`src/sv/ftt_pkg.sv`:
```
// Shared types and constants of the fractional tick timer.
package ftt_pkg;

    // Item kinds
    localparam logic [1:0] MODE_TICK  = 2'd0;
    localparam logic [1:0] MODE_READ  = 2'd1;
    localparam logic [1:0] MODE_WRITE = 2'd2;

    // Register map
    localparam logic [2:0] REG_INTR    = 3'd0;
    localparam logic [2:0] REG_INTR_EN = 3'd1;
    localparam logic [2:0] REG_NUM     = 3'd2;
    localparam logic [2:0] REG_DEN     = 3'd3;
    localparam logic [2:0] REG_TIME_LO = 3'd4;
    localparam logic [2:0] REG_TIME_HI = 3'd5;
    localparam logic [2:0] REG_ALARM   = 3'd6;

    localparam logic [31:0] ALARM_MASK = 32'hFFFF_FFE0;

    localparam int RATE_W = 16;
    localparam int CYC_W  = 32;
    localparam int PROD_W = CYC_W + RATE_W;     // dividend width, one step per bit
    localparam int CNT_W  = $clog2(PROD_W);
    localparam logic [CNT_W-1:0] LAST_STEP = CNT_W'(PROD_W - 1);

    // Controller to datapath
    typedef struct packed {
        logic accept;     // beat taken on the input channel
        logic div_step;   // one quotient bit
        logic add;        // accumulate quotient into time
        logic finish;     // alarm compare and result load
    } ftt_cmd_t;

    // Datapath to controller
    typedef struct packed {
        logic long_tick;  // incoming beat is a tick with a live rate
    } ftt_sts_t;

endpackage

```
`src/sv/ftt_ctrl.sv`:
```
// Sequencer of the fractional tick timer: item flow and divide step count.
module ftt_ctrl (
    input  logic              aclk,
    input  logic              aresetn,
    input  logic              s_valid,
    output logic              s_ready,
    output logic              m_valid,
    input  logic              m_ready,
    input  ftt_pkg::ftt_sts_t sts,
    output ftt_pkg::ftt_cmd_t cmd
);

    localparam logic [1:0] ST_IDLE = 2'd0;
    localparam logic [1:0] ST_DIV  = 2'd1;
    localparam logic [1:0] ST_ADD  = 2'd2;
    localparam logic [1:0] ST_CMP  = 2'd3;

    logic [1:0]                state_reg, state_next;
    logic [ftt_pkg::CNT_W-1:0] cnt_reg, cnt_next;
    logic                      m_valid_reg, m_valid_next;
    logic                      accept;

    assign s_ready = (state_reg == ST_IDLE) && (!m_valid_reg || m_ready);
    assign accept  = s_valid && s_ready;
    assign m_valid = m_valid_reg;

    always_comb begin
        cmd          = '0;
        cmd.accept   = accept;
        cmd.div_step = (state_reg == ST_DIV);
        cmd.add      = (state_reg == ST_ADD);
        cmd.finish   = (state_reg == ST_CMP);
    end

    always_comb begin
        state_next = state_reg;
        cnt_next   = cnt_reg;
        case (state_reg)
            ST_IDLE: begin
                if (accept && sts.long_tick) begin
                    state_next = ST_DIV;
                    cnt_next   = ftt_pkg::LAST_STEP;
                end
            end
            ST_DIV: begin
                cnt_next = cnt_reg - 1'b1;
                if (cnt_reg == '0) begin
                    state_next = ST_ADD;
                end
            end
            ST_ADD:  state_next = ST_CMP;
            ST_CMP:  state_next = ST_IDLE;
            default: state_next = ST_IDLE;
        endcase
    end

    always_comb begin
        m_valid_next = m_valid_reg;
        if ((accept && !sts.long_tick) || cmd.finish) begin
            m_valid_next = 1'b1;
        end else if (m_ready) begin
            m_valid_next = 1'b0;
        end
    end

    always_ff @(posedge aclk) begin
        if (!aresetn) begin
            state_reg   <= ST_IDLE;
            cnt_reg     <= '0;
            m_valid_reg <= 1'b0;
        end else begin
            state_reg   <= state_next;
            cnt_reg     <= cnt_next;
            m_valid_reg <= m_valid_next;
        end
    end

    // Output register is empty for the whole of a long tick
    a_busy_out_empty: assert property (@(posedge aclk) disable iff (!aresetn)
        (state_reg != ST_IDLE) |-> !m_valid_reg)
        else $error("result pending during tick");

    // Last divide step hands over to the accumulate
    a_div_exit: assert property (@(posedge aclk) disable iff (!aresetn)
        (state_reg == ST_DIV && cnt_reg == '0) |=> (state_reg == ST_ADD))
        else $error("divide did not end after last step");

    // A long tick starts with a full step count
    a_div_entry: assert property (@(posedge aclk) disable iff (!aresetn)
        (accept && sts.long_tick) |=>
            (state_reg == ST_DIV && cnt_reg == ftt_pkg::LAST_STEP))
        else $error("divide entered with wrong count");

    // Finished tick always produces a beat
    a_finish_out: assert property (@(posedge aclk) disable iff (!aresetn)
        cmd.finish |=> m_valid_reg)
        else $error("tick finished without result");

endmodule

```
`src/sv/ftt_dp.sv`:
```
// Datapath of the fractional tick timer: register file, multiply, serial divide.
module ftt_dp (
    input  logic              aclk,
    input  logic              aresetn,
    input  ftt_pkg::ftt_cmd_t cmd,
    output ftt_pkg::ftt_sts_t sts,
    input  logic [1:0]        s_mode,
    input  logic [2:0]        s_reg_index,
    input  logic [31:0]       s_write_data,
    input  logic [31:0]       s_elapsed_cycles,
    output logic [31:0]       m_read_data,
    output logic              m_irq_line
);

    localparam int PW = ftt_pkg::PROD_W;
    localparam int RW = ftt_pkg::RATE_W;

    logic [63:0]   time_reg, time_next;
    logic [31:0]   alarm_reg, alarm_next;
    logic          pend_reg, pend_next;
    logic          en_reg, en_next;
    logic [RW-1:0] num_reg, num_next;
    logic [RW-1:0] den_reg, den_next;

    logic [PW-1:0] quo_reg;
    logic [RW-1:0] rem_reg;
    logic [31:0]   rd_reg, rd_next;
    logic          irq_reg;

    logic [PW-1:0] product;
    logic [RW:0]   rem_shift;
    logic          ge;
    logic [31:0]   den_data;
    logic          hit;
    logic          load_out;

    assign sts.long_tick = (s_mode == ftt_pkg::MODE_TICK) && (num_reg != '0) && (den_reg != '0);

    assign product   = PW'(s_elapsed_cycles) * PW'(num_reg);
    assign rem_shift = {rem_reg, quo_reg[PW-1]};
    assign ge        = rem_shift >= {1'b0, den_reg};
    assign den_data  = (s_write_data == '0) ? 32'd1 : s_write_data;
    // time >= alarm, alarm being only 32 bits wide
    assign hit       = (time_reg[63:32] != '0) || (time_reg[31:0] >= alarm_reg);
    assign load_out  = cmd.accept && !sts.long_tick;

    // Register reads and writes at the accepting edge, time accumulate and alarm pending set
    always_comb begin
        time_next  = time_reg;
        alarm_next = alarm_reg;
        pend_next  = pend_reg;
        en_next    = en_reg;
        num_next   = num_reg;
        den_next   = den_reg;
        rd_next    = '0;
        if (cmd.accept && s_mode == ftt_pkg::MODE_READ) begin
            case (s_reg_index)
                ftt_pkg::REG_INTR:    rd_next = {31'd0, pend_reg};
                ftt_pkg::REG_INTR_EN: rd_next = {31'd0, en_reg};
                ftt_pkg::REG_NUM:     rd_next = {{(32-RW){1'b0}}, num_reg};
                ftt_pkg::REG_DEN:     rd_next = {{(32-RW){1'b0}}, den_reg};
                ftt_pkg::REG_TIME_LO: rd_next = time_reg[31:0];
                ftt_pkg::REG_TIME_HI: rd_next = time_reg[63:32];
                ftt_pkg::REG_ALARM:   rd_next = alarm_reg;
                default:              rd_next = '0;
            endcase
        end
        if (cmd.accept && s_mode == ftt_pkg::MODE_WRITE) begin
            case (s_reg_index)
                ftt_pkg::REG_INTR:    if (s_write_data[0]) pend_next = 1'b0;
                ftt_pkg::REG_INTR_EN: en_next = s_write_data[0];
                ftt_pkg::REG_NUM:     num_next = s_write_data[RW-1:0];
                ftt_pkg::REG_DEN:     den_next = den_data[RW-1:0];
                ftt_pkg::REG_TIME_LO: time_next[31:0] = s_write_data & ftt_pkg::ALARM_MASK;
                ftt_pkg::REG_TIME_HI: time_next[63:32] = s_write_data & ftt_pkg::ALARM_MASK;
                ftt_pkg::REG_ALARM:   alarm_next = s_write_data & ftt_pkg::ALARM_MASK;
                default: ;
            endcase
        end
        if (cmd.add) begin
            time_next = time_reg + {{(64-PW){1'b0}}, quo_reg};
        end
        if (cmd.finish && hit) begin
            pend_next = 1'b1;
        end
    end

    always_ff @(posedge aclk) begin
        if (!aresetn) begin
            time_reg  <= '0;
            alarm_reg <= '0;
            pend_reg  <= 1'b0;
            en_reg    <= 1'b0;
            num_reg   <= '0;
            den_reg   <= '0;
        end else begin
            time_reg  <= time_next;
            alarm_reg <= alarm_next;
            pend_reg  <= pend_next;
            en_reg    <= en_next;
            num_reg   <= num_next;
            den_reg   <= den_next;
        end
    end

    // Restoring divide, one quotient bit per cycle
    always_ff @(posedge aclk) begin
        if (cmd.accept) begin
            quo_reg <= product;
            rem_reg <= '0;
        end else if (cmd.div_step) begin
            quo_reg <= {quo_reg[PW-2:0], ge};
            rem_reg <= ge ? RW'(rem_shift - {1'b0, den_reg}) : rem_shift[RW-1:0];
        end
    end

    // Result register
    always_ff @(posedge aclk) begin
        if (load_out || cmd.finish) begin
            rd_reg  <= rd_next;
            irq_reg <= pend_next & en_next;
        end
    end

    assign m_read_data = rd_reg;
    assign m_irq_line  = irq_reg;

endmodule

```
`src/sv/fractional_tick_timer_with_alarm.sv`:
```
// Top level of the fractional tick timer with alarm interrupt.
//
//  channel | ports                                          | beat
//  --------+------------------------------------------------+--------------------------
//  in      | s_valid s_ready s_mode s_reg_index             | tick, register read or
//          | s_write_data s_elapsed_cycles                  | register write
//  out     | m_valid m_ready m_read_data m_irq_line         | one result per input beat
//
// Cycles: reads, writes and ticks with a zero rate complete on the accepting
// edge; the result is presented on the next cycle.
// A tick with a live rate is multiplied on acceptance, then passes through the
// bit-serial 48-by-16 restoring divider, then accumulates, then is compared
// against the alarm and loads the result.
// Reset: aresetn synchronous, active low; all timer registers clear to zero.
// Stalls: a new beat is taken while the previous result is still held as long
// as it leaves on the same edge; back-pressure on m_ready holds s_ready low.
module fractional_tick_timer_with_alarm (
    input  logic        aclk,
    input  logic        aresetn,
    input  logic        s_valid,
    output logic        s_ready,
    input  logic [1:0]  s_mode,
    input  logic [2:0]  s_reg_index,
    input  logic [31:0] s_write_data,
    input  logic [31:0] s_elapsed_cycles,
    output logic        m_valid,
    input  logic        m_ready,
    output logic [31:0] m_read_data,
    output logic        m_irq_line
);

    ftt_pkg::ftt_cmd_t cmd;
    ftt_pkg::ftt_sts_t sts;

    // Sequencer: handshakes and divide step count
    ftt_ctrl u_ctrl (
        .aclk    (aclk),
        .aresetn (aresetn),
        .s_valid (s_valid),
        .s_ready (s_ready),
        .m_valid (m_valid),
        .m_ready (m_ready),
        .sts     (sts),
        .cmd     (cmd)
    );

    // Register file, rate arithmetic and result register
    ftt_dp u_dp (
        .aclk             (aclk),
        .aresetn          (aresetn),
        .cmd              (cmd),
        .sts              (sts),
        .s_mode           (s_mode),
        .s_reg_index      (s_reg_index),
        .s_write_data     (s_write_data),
        .s_elapsed_cycles (s_elapsed_cycles),
        .m_read_data      (m_read_data),
        .m_irq_line       (m_irq_line)
    );

endmodule
```
`config.mk`:
```
export PLATFORM = sky130hd
export DESIGN_NAME = fractional_tick_timer_with_alarm
export DESIGN_NICKNAME = d
export VERILOG_FILES = /design/src/sv/ftt_pkg.sv /design/src/sv/ftt_ctrl.sv /design/src/sv/ftt_dp.sv /design/src/sv/fractional_tick_timer_with_alarm.sv
export SDC_FILE = /design/constraint.sdc
export NUM_CORES = 2
export LEC_CHECK = 0
export BUFFER_PORTS_ARGS = -buffer_cell sky130_fd_sc_hd__buf_2
export CAP_MARGIN = 15
export CORE_MARGIN = 8
export CORE_UTILIZATION = 46
export DETAILED_ROUTE_END_ITERATION = 8
export PLACE_DENSITY = 0.61
export REMOVE_ABC_BUFFERS = 1
export SKIP_CTS_REPAIR_TIMING = 1
export SYNTH_ARGS = -nofsm -noshare
export SYNTH_HDL_FRONTEND = slang
export SYNTH_HIERARCHICAL = 1
export SYNTH_SLANG_ARGS = --single-unit
```
`constraint.sdc`:
```
create_clock -name aclk -period 8.6 [get_ports aclk]
set_input_delay 1.72 -clock aclk [delete_from_list [all_inputs] [get_ports aclk]]
set_output_delay 1.72 -clock aclk [all_outputs]
set_load 0.05 [all_outputs]
```
==> results.cfg <==
[status]
outcome = finished clean

[global_route]
overflow = 0
grt_use_total_pct = 24.57
grt_first_pass_wirelength_um = 147600
antenna_found_initial = 1
grt_pass1_vias = 26240
grt_max_degree = 101

[clock_network]
clk_transition_reported_paths_ns = 0.06
cts_tree = yes
h-tree-depth = 1
cts_max_path_buffers = 3
clockRootBuffer = clkbuf_16
clock_sinks = 231
clock_latency_ns = 0.56
cts_made_buffers = 27

[routing]
drc = 0
firstDrtPassIters = 9
vias = 25510
ant_nets = 0
first_iter_violations = 2061
viasPerCell = 5.686
wl_um = 92660
wl_per_cell_um = 20.65

[power]
peakVddDrop_v = 0.0001249
p_total_mw = 3.330
power_leakage_nw = 14.83
powerDensity_nw_per_um2 = 100.7

[place]
place.gp.congestion = 0.9498
placed_cells = 4433
placed_area_um2 = 32120
pre_cts_ws_ns = 0.3445
port_buffers = 107
place_hpwl_um = 72620

[layout]
largest_reg_flops = 64
layout-drive-gt1-share_pct = 7.861
fin_nets = 4303
design_area_um2 = 33060
final_cells = 4486
fin_util_pct = 49.40
syn2layout_area_growth_pct = 6.738
diodes = 0

[worst_setup_path]
crit_path_end_kind = flop
crit_slowest_cell = fa_1
crit_arrival_ns = 8.02
r2r-start = u_dp/num_reg[3]
cp_slowest_stage_delay_ns = 0.61
cp_data_required_time_ns = 8.91
critPathKind = input pin to flop
cp-start-kind = input pin
critPathLaunch = s_elapsed_cycles[8]
crit_path_frequent_cell = fa_1
path_cells = buf_2, nand2_1, fa_1, fa_1, fa_1, fa_1, inv_1, fa_1, inv_1, fa_1, inv_1, ha_1, o21ai_0, o21bai_1, o21ai_0, a211oi_1, o21a_1, a211o_1, a31oi_1, xnor2_1, mux2_2
cp_max_fo = 16

[floorplan]
dieWidth_um = 275.5
rows = 95
die_y_um = 275.5
fp.coreArea_um2 = 66920
dieArea_um2 = 75890
ios = 108
start_util_pct = 46.28

[timing]
finalHoldViolations = 0
finalClockSkew_ns = 0.01843
setup_viol = 0
setup-tns-final_ns = 0
fmax_mhz = 129.7
setup_slack_ns = 0.8893
layout_min_cycle_time_ns = 7.711
hold_ws_ns = 0.4709
final-max-slew-violation-count = 0
min_period_over_period_pct = 89.66
worstMarginPinSlew_ns = 1.271
rsz0062_at_grt = false
relSlewSlack_pct = 15.12

[job]
cap_violations = 0

[logic_synthesis]
synthFlopType = dfxtp_1
yosys.area.top_type_share_pct = 27.15
async_flop_share_pct = 0
ys_warn_count = 6
synth.avg_cell_area_um2 = 8.558
ys_ff_latch = 231
yosys-top-cells-area = fa_1 27%, dfxtp_1 9.7%, ha_1 8.8%
synth_edf_count = 81
synth_cells = 3619
ys_types = 90
synth.cell_area_um2 = 30970
yosys.area.top_type = fa_1
ys_seq_area_share_pct = 17.55

[hold_path]
hold_path_class = flop to flop
timing.hold.worst.start = u_dp/alarm_reg[11]
==> cells by family (layout without fill, tap and decap cells) <==
| logic type | count (synthesis) | after routing | share of synthesized area (%) |
|---|---|---|---|
| compound gates | 628 | 628 | 13.38 |
| xor+xnor | 95 | 95 | 2.686 |
| fa+ha+maj | 638 | 638 | 35.95 |
| buf+inv | 752 | 746 | 9.304 |
| flops | 231 | 231 | 17.55 |
| mux | 88 | 88 | 3.058 |
| simple gates | 1187 | 1187 | 18.07 |
==> synth_stat cells, types with 15 or more instances <==
cell type / instances
a211oi_1: 26
a21o_1: 62
a21oi_1: 221
a222oi_1: 34
a22oi_1: 18
a31oi_1: 18
and2_1: 214
clkbuf_1: 190
dfxtp_1: 150
edfxtp_1: 81
fa_1: 420
ha_1: 218
inv_1: 543
mux2_2: 53
mux2i_1: 35
nand2_1: 546
nand2b_1: 15
nand3_1: 37
nand4_1: 43
nor2_1: 184
nor2b_1: 20
nor3_1: 38
nor4_1: 27
o211ai_1: 17
o21a_1: 17
o21ai_0: 73
o21ai_1: 18
o21bai_1: 19
o22ai_1: 16
xnor2_1: 58
xor2_1: 37
==> worst paths after layout <==
| kind | slack, ns | end | depth (start not counted) |
|---|---|---|---|
| worst max-delay path | 0.89 | u_dp/quo_reg[40] | 21 |
| worst min-delay path | 0.47 | u_dp/alarm_reg[11] | 2 |
| worst max register to register | 1.09 | u_dp/quo_reg[33] | 21 |
| worst min register to register | 0.47 | u_dp/alarm_reg[11] | 2 |
==> layer usage <==
metal	part of all wire (%)	vias up	global-route usage, %	routed length [µm]
li1	-	11800	-	-
met1	43	12770	33.12	40300
met2	48	762	41.66	44240
met3	5.5	168	2.572	5140
met4	3.2	0	7.023	2970
met5	0	-	0	0
==> report_power, final <==
group	switching (mW)	internal, mW
logic	0.566	0.283
clock network	0.505	0.678
registers	0.0681	1.23
==> cell usage in the layout, fill, tap and decap left out, drive strengths merged, types with 12 or more instances in the layout <==
cell type and count:
o211ai 17, xnor2 58, o21a 18, a21oi 222, a22oi 18, nor2b 21, fa 420, nand2b 15
mux2 53, o21bai 19, nor2 185, o21ai 92, nand2 548, nor4 28, ha 218, nand4 43
edfxtp 81, o22ai 17, buf 150, mux2i 35, dfxtp 150, nor3 39, a211oi 27, o31ai 14
nand3 37, and3 12, xor2 37, and2 215, clkbuf 31, a222oi 34, a21o 62, inv 547
a31oi 18
==> worst max-delay path: cells and delay by family <==
| kind | cells | cell delay (ns) |
|---|---|---|
| compound gates | 7 | 1.87 |
| xor+xnor | 1 | 0.14 |
| fa+ha+maj | 7 | 3.38 |
| buf+inv | 4 | 0.47 |
| mux | 1 | 0.26 |
| simple gates | 1 | 0.14 |
==> layout make-up <==
cell class / instances / area [µm²]
clock inverter: 20 / 197.7
clock buffer: 30 / 696.9
tap: 873 / 1092
fill: 6600 / 33860
inverter: 545 / 2046
sequential: 231 / 5435
timing repair buffer: 151 / 908.4
multi-input combinational: 2636 / 22680
Note: power is estimated with default switching activity, not from simulation.
